<file path="src/hw/rtl/tlvd_pkg.sv">
package tlvd_pkg;

   localparam int unsigned LEN_W = 16;
   localparam int unsigned MAX_W = 17;

   localparam logic [MAX_W-1:0] HEADER_BYTES = 17'd3;
   localparam logic [MAX_W-1:0] MAX_RESET    = 17'd65538;

   localparam logic [1:0] STATUS_DATA  = 2'd0;
   localparam logic [1:0] STATUS_EMPTY = 2'd1;
   localparam logic [1:0] STATUS_DROP  = 2'd2;

   typedef enum logic [1:0] {
      HDR_TAG,
      HDR_LEN_HI,
      HDR_LEN_LO,
      VALUE_BYTES
   } tlvd_state_type;

   typedef struct packed {
      logic             valid;
      logic [1:0]       status;
      logic [7:0]       tag;
      logic [LEN_W-1:0] value_length;
      logic [7:0]       value_byte;
      logic             last;
   } tlvd_result_type;

endpackage

</file>
<file path="src/hw/rtl/tlvd_channels.sv">
interface tlvd_req_if;
   logic       valid;
   logic       ready;
   logic [7:0] data_byte;

   modport source (output valid, output data_byte, input ready);
   modport sink   (input valid, input data_byte, output ready);
endinterface

interface tlvd_rsp_if;
   logic        valid;
   logic        ready;
   logic [1:0]  status;
   logic [7:0]  tag;
   logic [15:0] value_length;
   logic [7:0]  value_byte;
   logic        last;

   modport source (output valid, output status, output tag, output value_length,
                   output value_byte, output last, input ready);
   modport sink   (input valid, input status, input tag, input value_length,
                   input value_byte, input last, output ready);
endinterface

</file>
<file path="src/hw/rtl/tlvd_parser.sv">
module tlvd_parser import tlvd_pkg::*; (
   input  logic             clock,
   input  logic             reset,
   input  logic             in_fire,
   input  logic [7:0]       in_byte,
   input  logic             cfg_we,
   input  logic [MAX_W-1:0] cfg_data,
   output tlvd_result_type  result
);

   tlvd_state_type   state_ff, state_in;
   logic [7:0]       tag_ff, tag_in;
   logic [LEN_W-1:0] len_ff, len_in;
   logic [LEN_W-1:0] rem_ff, rem_in;
   logic             drop_ff, drop_in;
   logic [MAX_W-1:0] max_ff;

   logic [LEN_W-1:0] new_len;
   logic [MAX_W-1:0] total;
   logic             oversize;

   always_ff @(posedge clock) begin
      if (reset) begin
         state_ff <= HDR_TAG;
         tag_ff   <= '0;
         len_ff   <= '0;
         rem_ff   <= '0;
         drop_ff  <= 1'b0;
         max_ff   <= MAX_RESET;
      end else begin
         state_ff <= state_in;
         tag_ff   <= tag_in;
         len_ff   <= len_in;
         rem_ff   <= rem_in;
         drop_ff  <= drop_in;
         if (cfg_we) begin
            max_ff <= cfg_data;
         end
      end
   end

   assign new_len  = {len_ff[LEN_W-1:8], in_byte};
   assign total    = HEADER_BYTES + {1'b0, new_len};
   assign oversize = total > max_ff;

   always_comb begin
      state_in            = state_ff;
      tag_in              = tag_ff;
      len_in              = len_ff;
      rem_in              = rem_ff;
      drop_in             = drop_ff;
      result              = '0;
      result.tag          = tag_ff;
      result.value_length = len_ff;
      if (in_fire) begin
         case (state_ff)
            HDR_TAG: begin
               tag_in   = in_byte;
               state_in = HDR_LEN_HI;
            end
            HDR_LEN_HI: begin
               len_in   = {in_byte, 8'h00};
               state_in = HDR_LEN_LO;
            end
            HDR_LEN_LO: begin
               len_in              = new_len;
               result.value_length = new_len;
               if (new_len == '0) begin
                  state_in      = HDR_TAG;
                  drop_in       = 1'b0;
                  result.valid  = 1'b1;
                  result.status = oversize ? STATUS_DROP : STATUS_EMPTY;
                  result.last   = 1'b1;
               end else begin
                  rem_in   = new_len;
                  drop_in  = oversize;
                  state_in = VALUE_BYTES;
               end
            end
            VALUE_BYTES: begin
               rem_in = rem_ff - LEN_W'(1);
               if (rem_ff == {{(LEN_W-1){1'b0}}, 1'b1}) begin
                  state_in          = HDR_TAG;
                  drop_in           = 1'b0;
                  result.valid      = 1'b1;
                  result.status     = drop_ff ? STATUS_DROP : STATUS_DATA;
                  result.value_byte = drop_ff ? 8'h00 : in_byte;
                  result.last       = 1'b1;
               end else if (!drop_ff) begin
                  result.valid      = 1'b1;
                  result.status     = STATUS_DATA;
                  result.value_byte = in_byte;
               end
            end
            default: begin
               state_in = HDR_TAG;
            end
         endcase
      end
   end

endmodule

</file>
<file path="src/hw/rtl/tlvd_out_reg.sv">
module tlvd_out_reg import tlvd_pkg::*; (
   input  logic            clock,
   input  logic            reset,
   input  logic            load,
   input  tlvd_result_type result,
   input  logic            out_ready,
   output logic            free,
   output tlvd_result_type held
);

   logic            valid_ff;
   tlvd_result_type data_ff;

   assign free = !valid_ff || out_ready;

   always_ff @(posedge clock) begin
      if (reset) begin
         valid_ff <= 1'b0;
      end else if (load) begin
         valid_ff <= result.valid;
      end else if (out_ready) begin
         valid_ff <= 1'b0;
      end
   end

   always_ff @(posedge clock) begin
      if (load && result.valid) begin
         data_ff <= result;
      end
   end

   always_comb begin
      held       = data_ff;
      held.valid = valid_ff;
   end

endmodule

</file>
<file path="src/hw/rtl/tlv_stream_deframer.sv">
// channel | dir | payload                                           | handshake
// req     | in  | data_byte[7:0]                                    | valid/ready
// rsp     | out | status[1:0] tag[7:0] value_length[15:0]           | valid/ready
//         |     | value_byte[7:0] last                              |
// csr     | in  | csr_wr_data[16:0] (max_message_bytes)             | csr_wr_en
//
// One word per cycle unless rsp stalls; a result shows in the cycle after its word.
// Header state and counters sit in the parser; one result register feeds rsp.
// req ready is low only while a result waits and rsp ready is low.
// Synchronous reset: expect a tag word, max_message_bytes = 65538.
module tlv_stream_deframer import tlvd_pkg::*; (
   input  logic             clock,
   input  logic             reset,
   tlvd_req_if.sink         req_chan,
   tlvd_rsp_if.source       rsp_chan,
   input  logic             csr_wr_en,
   input  logic [MAX_W-1:0] csr_wr_data
);

   logic            in_fire;
   logic            out_free;
   tlvd_result_type result;
   tlvd_result_type held;

   assign req_chan.ready = out_free;
   assign in_fire        = req_chan.valid && out_free;

   tlvd_parser u_parser (
      .clock    (clock),
      .reset    (reset),
      .in_fire  (in_fire),
      .in_byte  (req_chan.data_byte),
      .cfg_we   (csr_wr_en),
      .cfg_data (csr_wr_data),
      .result   (result)
   );

   tlvd_out_reg u_out_reg (
      .clock     (clock),
      .reset     (reset),
      .load      (in_fire),
      .result    (result),
      .out_ready (rsp_chan.ready),
      .free      (out_free),
      .held      (held)
   );

   assign rsp_chan.valid        = held.valid;
   assign rsp_chan.status       = held.status;
   assign rsp_chan.tag          = held.tag;
   assign rsp_chan.value_length = held.value_length;
   assign rsp_chan.value_byte   = held.value_byte;
   assign rsp_chan.last         = held.last;

endmodule

</file>
<file path="src/flat_wrapper.sv">
// flat-port wrapper written by rule: the top's interface ports become plain ports
module tlv_stream_deframer_flat import tlvd_pkg::*;
  (clock, reset, csr_wr_en, csr_wr_data, req_chan_valid, req_chan_data_byte, req_chan_ready, rsp_chan_valid, rsp_chan_status, rsp_chan_tag, rsp_chan_value_length, rsp_chan_value_byte, rsp_chan_last, rsp_chan_ready);
  tlvd_req_if req_chan_i ();
  tlvd_rsp_if rsp_chan_i ();
  input  logic clock;
  input  logic reset;
  input  logic csr_wr_en;
  input  logic [MAX_W-1:0] csr_wr_data;
  input wire logic [$bits(req_chan_i.valid)-1:0] req_chan_valid;
  input wire logic [$bits(req_chan_i.data_byte)-1:0] req_chan_data_byte;
  output wire logic [$bits(req_chan_i.ready)-1:0] req_chan_ready;
  output wire logic [$bits(rsp_chan_i.valid)-1:0] rsp_chan_valid;
  output wire logic [$bits(rsp_chan_i.status)-1:0] rsp_chan_status;
  output wire logic [$bits(rsp_chan_i.tag)-1:0] rsp_chan_tag;
  output wire logic [$bits(rsp_chan_i.value_length)-1:0] rsp_chan_value_length;
  output wire logic [$bits(rsp_chan_i.value_byte)-1:0] rsp_chan_value_byte;
  output wire logic [$bits(rsp_chan_i.last)-1:0] rsp_chan_last;
  input wire logic [$bits(rsp_chan_i.ready)-1:0] rsp_chan_ready;
  assign req_chan_i.valid = req_chan_valid;
  assign req_chan_i.data_byte = req_chan_data_byte;
  assign req_chan_ready = req_chan_i.ready;
  assign rsp_chan_valid = rsp_chan_i.valid;
  assign rsp_chan_status = rsp_chan_i.status;
  assign rsp_chan_tag = rsp_chan_i.tag;
  assign rsp_chan_value_length = rsp_chan_i.value_length;
  assign rsp_chan_value_byte = rsp_chan_i.value_byte;
  assign rsp_chan_last = rsp_chan_i.last;
  assign rsp_chan_i.ready = rsp_chan_ready;
  tlv_stream_deframer u_core (.clock(clock), .reset(reset), .req_chan(req_chan_i), .rsp_chan(rsp_chan_i), .csr_wr_en(csr_wr_en), .csr_wr_data(csr_wr_data));
endmodule
</file>
<file path="config.mk">
export PLATFORM = sky130hd
export DESIGN_NAME = tlv_stream_deframer_flat
export DESIGN_NICKNAME = d
export VERILOG_FILES = /design/src/hw/rtl/tlvd_pkg.sv /design/src/hw/rtl/tlvd_channels.sv /design/src/hw/rtl/tlvd_parser.sv /design/src/hw/rtl/tlvd_out_reg.sv /design/src/hw/rtl/tlv_stream_deframer.sv /design/src/flat_wrapper.sv
export SDC_FILE = /design/constraint.sdc
export NUM_CORES = 1
export LEC_CHECK = 0
export BUFFER_PORTS_ARGS = -buffer_cell sky130_fd_sc_hd__buf_2
export CELL_PAD_IN_SITES_DETAIL_PLACEMENT = 0
export CELL_PAD_IN_SITES_GLOBAL_PLACEMENT = 1
export CORE_ASPECT_RATIO = 1.2
export CORE_MARGIN = 2
export CORE_UTILIZATION = 44
export CTS_BUF_LIST = sky130_fd_sc_hd__clkbuf_16
export DETAILED_ROUTE_END_ITERATION = 16
export PLACE_DENSITY = 0.9
export SYNTH_ARGS = -nofsm -noshare
export SYNTH_HDL_FRONTEND = slang
export SYNTH_SLANG_ARGS = --single-unit
</file>
<file path="constraint.sdc">
create_clock -name clock -period 4.4 [get_ports clock]
set_clock_uncertainty 0.2 [all_clocks]
set_input_delay 0.88 -clock clock [delete_from_list [all_inputs] [get_ports clock]]
set_output_delay 0.88 -clock clock [all_outputs]
set_load 0.05 [all_outputs]
</file>
==> flow_summary.yaml <==
sta:
  hold_viol_final: 0
  fin_crit_sh: 0.848
  rsz0062_at_grt: "no"
  relSlewSlack: 0.458
  fmax_mhz: 268
  setup_viol_count_final: 0
  whs_ns: 0.230
  worst_pin_slew_ns: 0.813
  drv_slew: 0
  setup_tns_ns: 0
  period_needed_ns: 3.73
finish:
  diodes: 0
  layout_common_cells: "66 x buf_2, 63 x nand2_1, 61 x dfxtp_1"
  final_cell_area_um2: 5560
  multi_input_area_um2: 2360
  drive_above_1_share: 0.193
  layout_commonest_cell: "buf_2"
  final_util: 0.508
  finalNonFillerCells: 707
  seq_area_um2: 2270
  nFillCells: 1017
  syn_to_final_growth_pct: 14.0
  final_nets: 626
yosys:
  syn_area_um2: 4870
  synth_seq_area_share: 0.466
  synth.distinct_cells: 59
  syn_nets: 575
  synthFlopType: "dfxtp_1"
  synthCells: 519
  ys_async_sr_fraction: 0
  yosys_warnings: 0
  synth-edff-count: 35
  synth-seq-cells: 96
  avgSynthCellArea_um2: 9.39
routing:
  wl_met3_um: 455
  via_per_inst: 5.54
  top_layer: "met4"
  met2RoutedLength_mm: 5.55
  drt_iter0_markers: 276
  finalWirelength_mm: 11.2
  drt-met1-wl_mm: 4.82
  drt-pass1-iter-count: 5
  vias: 3920
  route.detailed.drc: 0
  wl_per_cell_um: 15.8
  ant_nets: 0
clock_tree:
  cts-root-buf: "clkbuf_16"
  cts_made_buffers: 9
  postCtsSetupRepairBufs: 0
  clock_sinks: 96
  clk_pin_slew_ns: 0.07
  htree_levels: 3
  clock_path_buffers: 2
  ctsHoldBuffers: 0
  clkLatencyLatePin_ns: 0.35
  cts_tree: "done"
  ctsResizeCount: 0
critical_path:
  end_kind: "flip-flop"
  crit_fanout: 7
  worst_r2r_endpoint: "u_core.u_out_reg.held[34]"
  worstRegToRegCells: 12
  worst_ep_arrival_time_ns: 3.61
  r2r_slack_ns: 1.30
  start_kind: "primary input"
  critPathKind: "primary input to flip-flop"
  crit_required_ns: 4.28
  r2r_start: "u_core.u_parser.len_ff[9]"
place:
  placed_cells: 691
  dpl_cell_area_um2: 5270
  io_buffers: 66
  place_congestion: 0.832
  hpwl_mm: 7.90
worst_hold_path:
  hold_depth: 0
  hold_start: "u_core.u_parser.tag_ff[6]"
  holdPathEnd: "u_core.u_out_reg.held[31]"
  hold_class: "flip-flop to flip-flop"
die:
  die_width_um: 100
  io-pin-count: 67
  die_h_um: 119
  start_util: 0.446
  die-area_um2: 11900
  rows: 42
  coreArea_um2: 10900
global_routing:
  antenna_found_initial: 0
  grt_max_degree: 31
  grt_overflow: 0
  grt_pass1_wl_mm: 18.5
  grt_pass1_vias: 3734
  grt.total_usage: 0.195
status:
  status: "completed"
flow_run:
  drv_cap: 0
power_and_ir_drop:
  power_density_nw_per_um2: 348
  ir_drop_v: 0.000145
  p_leak_uw: 0.00218
## cell type report
class / instances / area share
Clock buffer: 9 / 0.0405
Timing Repair Buffer: 70 / 0.0649
Inverter: 30 / 0.0203
Clock inverter: 7 / 0.0115
Sequential cell: 96 / 0.409
Multi-Input combinational cell: 363 / 0.424
Tap cell: 132 / 0.0297
## cells in the mapped netlist (3+ instances only)
cell type  instances  share of area
nand2_1           63          0.049
dfxtp_1           61           0.25
a21oi_1           54          0.055
nor2_1            39          0.030
edfxtp_1          35           0.22
inv_1             30          0.023
nand3_1           27          0.028
ha_1              26          0.067
o21ai_0           21          0.022
mux2i_1           16          0.033
clkbuf_1          15          0.012
nor3_1            11          0.011
xnor2_1            9          0.016
buf_2              8         0.0082
nand4_1            8          0.010
and2_1             7         0.0090
mux2_2             7          0.016
and3_1             6         0.0077
nor4_1             6         0.0077
o21ai_1            5         0.0051
xor2_1             5         0.0090
a22oi_1            4         0.0062
buf_1              4         0.0031
nor2b_1            4         0.0051
o211ai_1           4         0.0062
and4_1             3         0.0054
## per-stage QoR
step | worst slack (ns) | power [uW]
floorplan | 0.555 | 1140
global placement | 0.433 | 1190
finish | 0.670 | 1930
detailed placement | 0.341 | 1200
global route | 0.346 | 2010
CTS | 0.671 | 1950
## worst max path at each step
| stage | startpoint | end | depth (start not counted) |
|---|---|---|---|
| finish | req_chan_data_byte[1] | u_core.u_out_reg.held[34] | 14 |
| global route | req_chan_data_byte[1] | u_core.u_out_reg.held[34] | 14 |
| CTS | req_chan_data_byte[1] | u_core.u_out_reg.held[34] | 14 |
| detailed placement | req_chan_data_byte[1] | u_core.u_out_reg.held[34] | 14 |
| global placement | req_chan_data_byte[1] | u_core.u_out_reg.held[34] | 14 |
| floorplan | req_chan_data_byte[0] | u_core.u_out_reg.held[0] | 7 |
## worst max-delay path: stages
cell     delay, ns
buf_2         0.17
inv_1         0.12
ha_1          0.23
nor2_1        0.20
and4_1        0.31
nand4_1       0.15
xnor2_1       0.18
ha_1          0.32
a21oi_1       0.13
o21ai_0       0.09
a221o_1       0.33
a22o_1        0.26
a32oi_1       0.17
nor2_1        0.05
## kinds of logic (layout without fill, tap and decap cells)
kind of cell | Yosys count | count (layout) | share of synthesized area
simple gates | 191 | 191 | 0.203
fa+ha+maj | 26 | 26 | 0.0668
buf+inv | 60 | 116 | 0.0516
mux | 23 | 23 | 0.0490
flops | 96 | 96 | 0.466
xor+xnor | 14 | 14 | 0.0252
compound gates | 109 | 109 | 0.138
## where the power goes
part	switching [uW]	leakage [uW]	internal [uW]
registers	20.8	0.000821	941
clock network	358	0.000136	396
logic	136	0.00122	80.2
total	516	0.00218	1420
## flip-flops by register name, indices dropped and copies added, names as in the netlist
name	count
u_core.u_out_reg.held	35
u_core.u_out_reg.valid_ff	1
u_core.u_parser.state_ff	2
u_core.u_parser.drop_ff	1
u_core.u_parser.len_ff	16
u_core.u_parser.rem_ff	16
u_core.u_parser.max_ff	17
u_core.u_parser.tag_ff	8
## per-layer routing
layer / up-vias / GRT usage
met5: - / 0
met4: 0 / 0.106
met3: 26 / 0.0200
met2: 102 / 0.329
met1: 1857 / 0.244
li1: 1935 / -
Power figures use the tool's default switching activity.
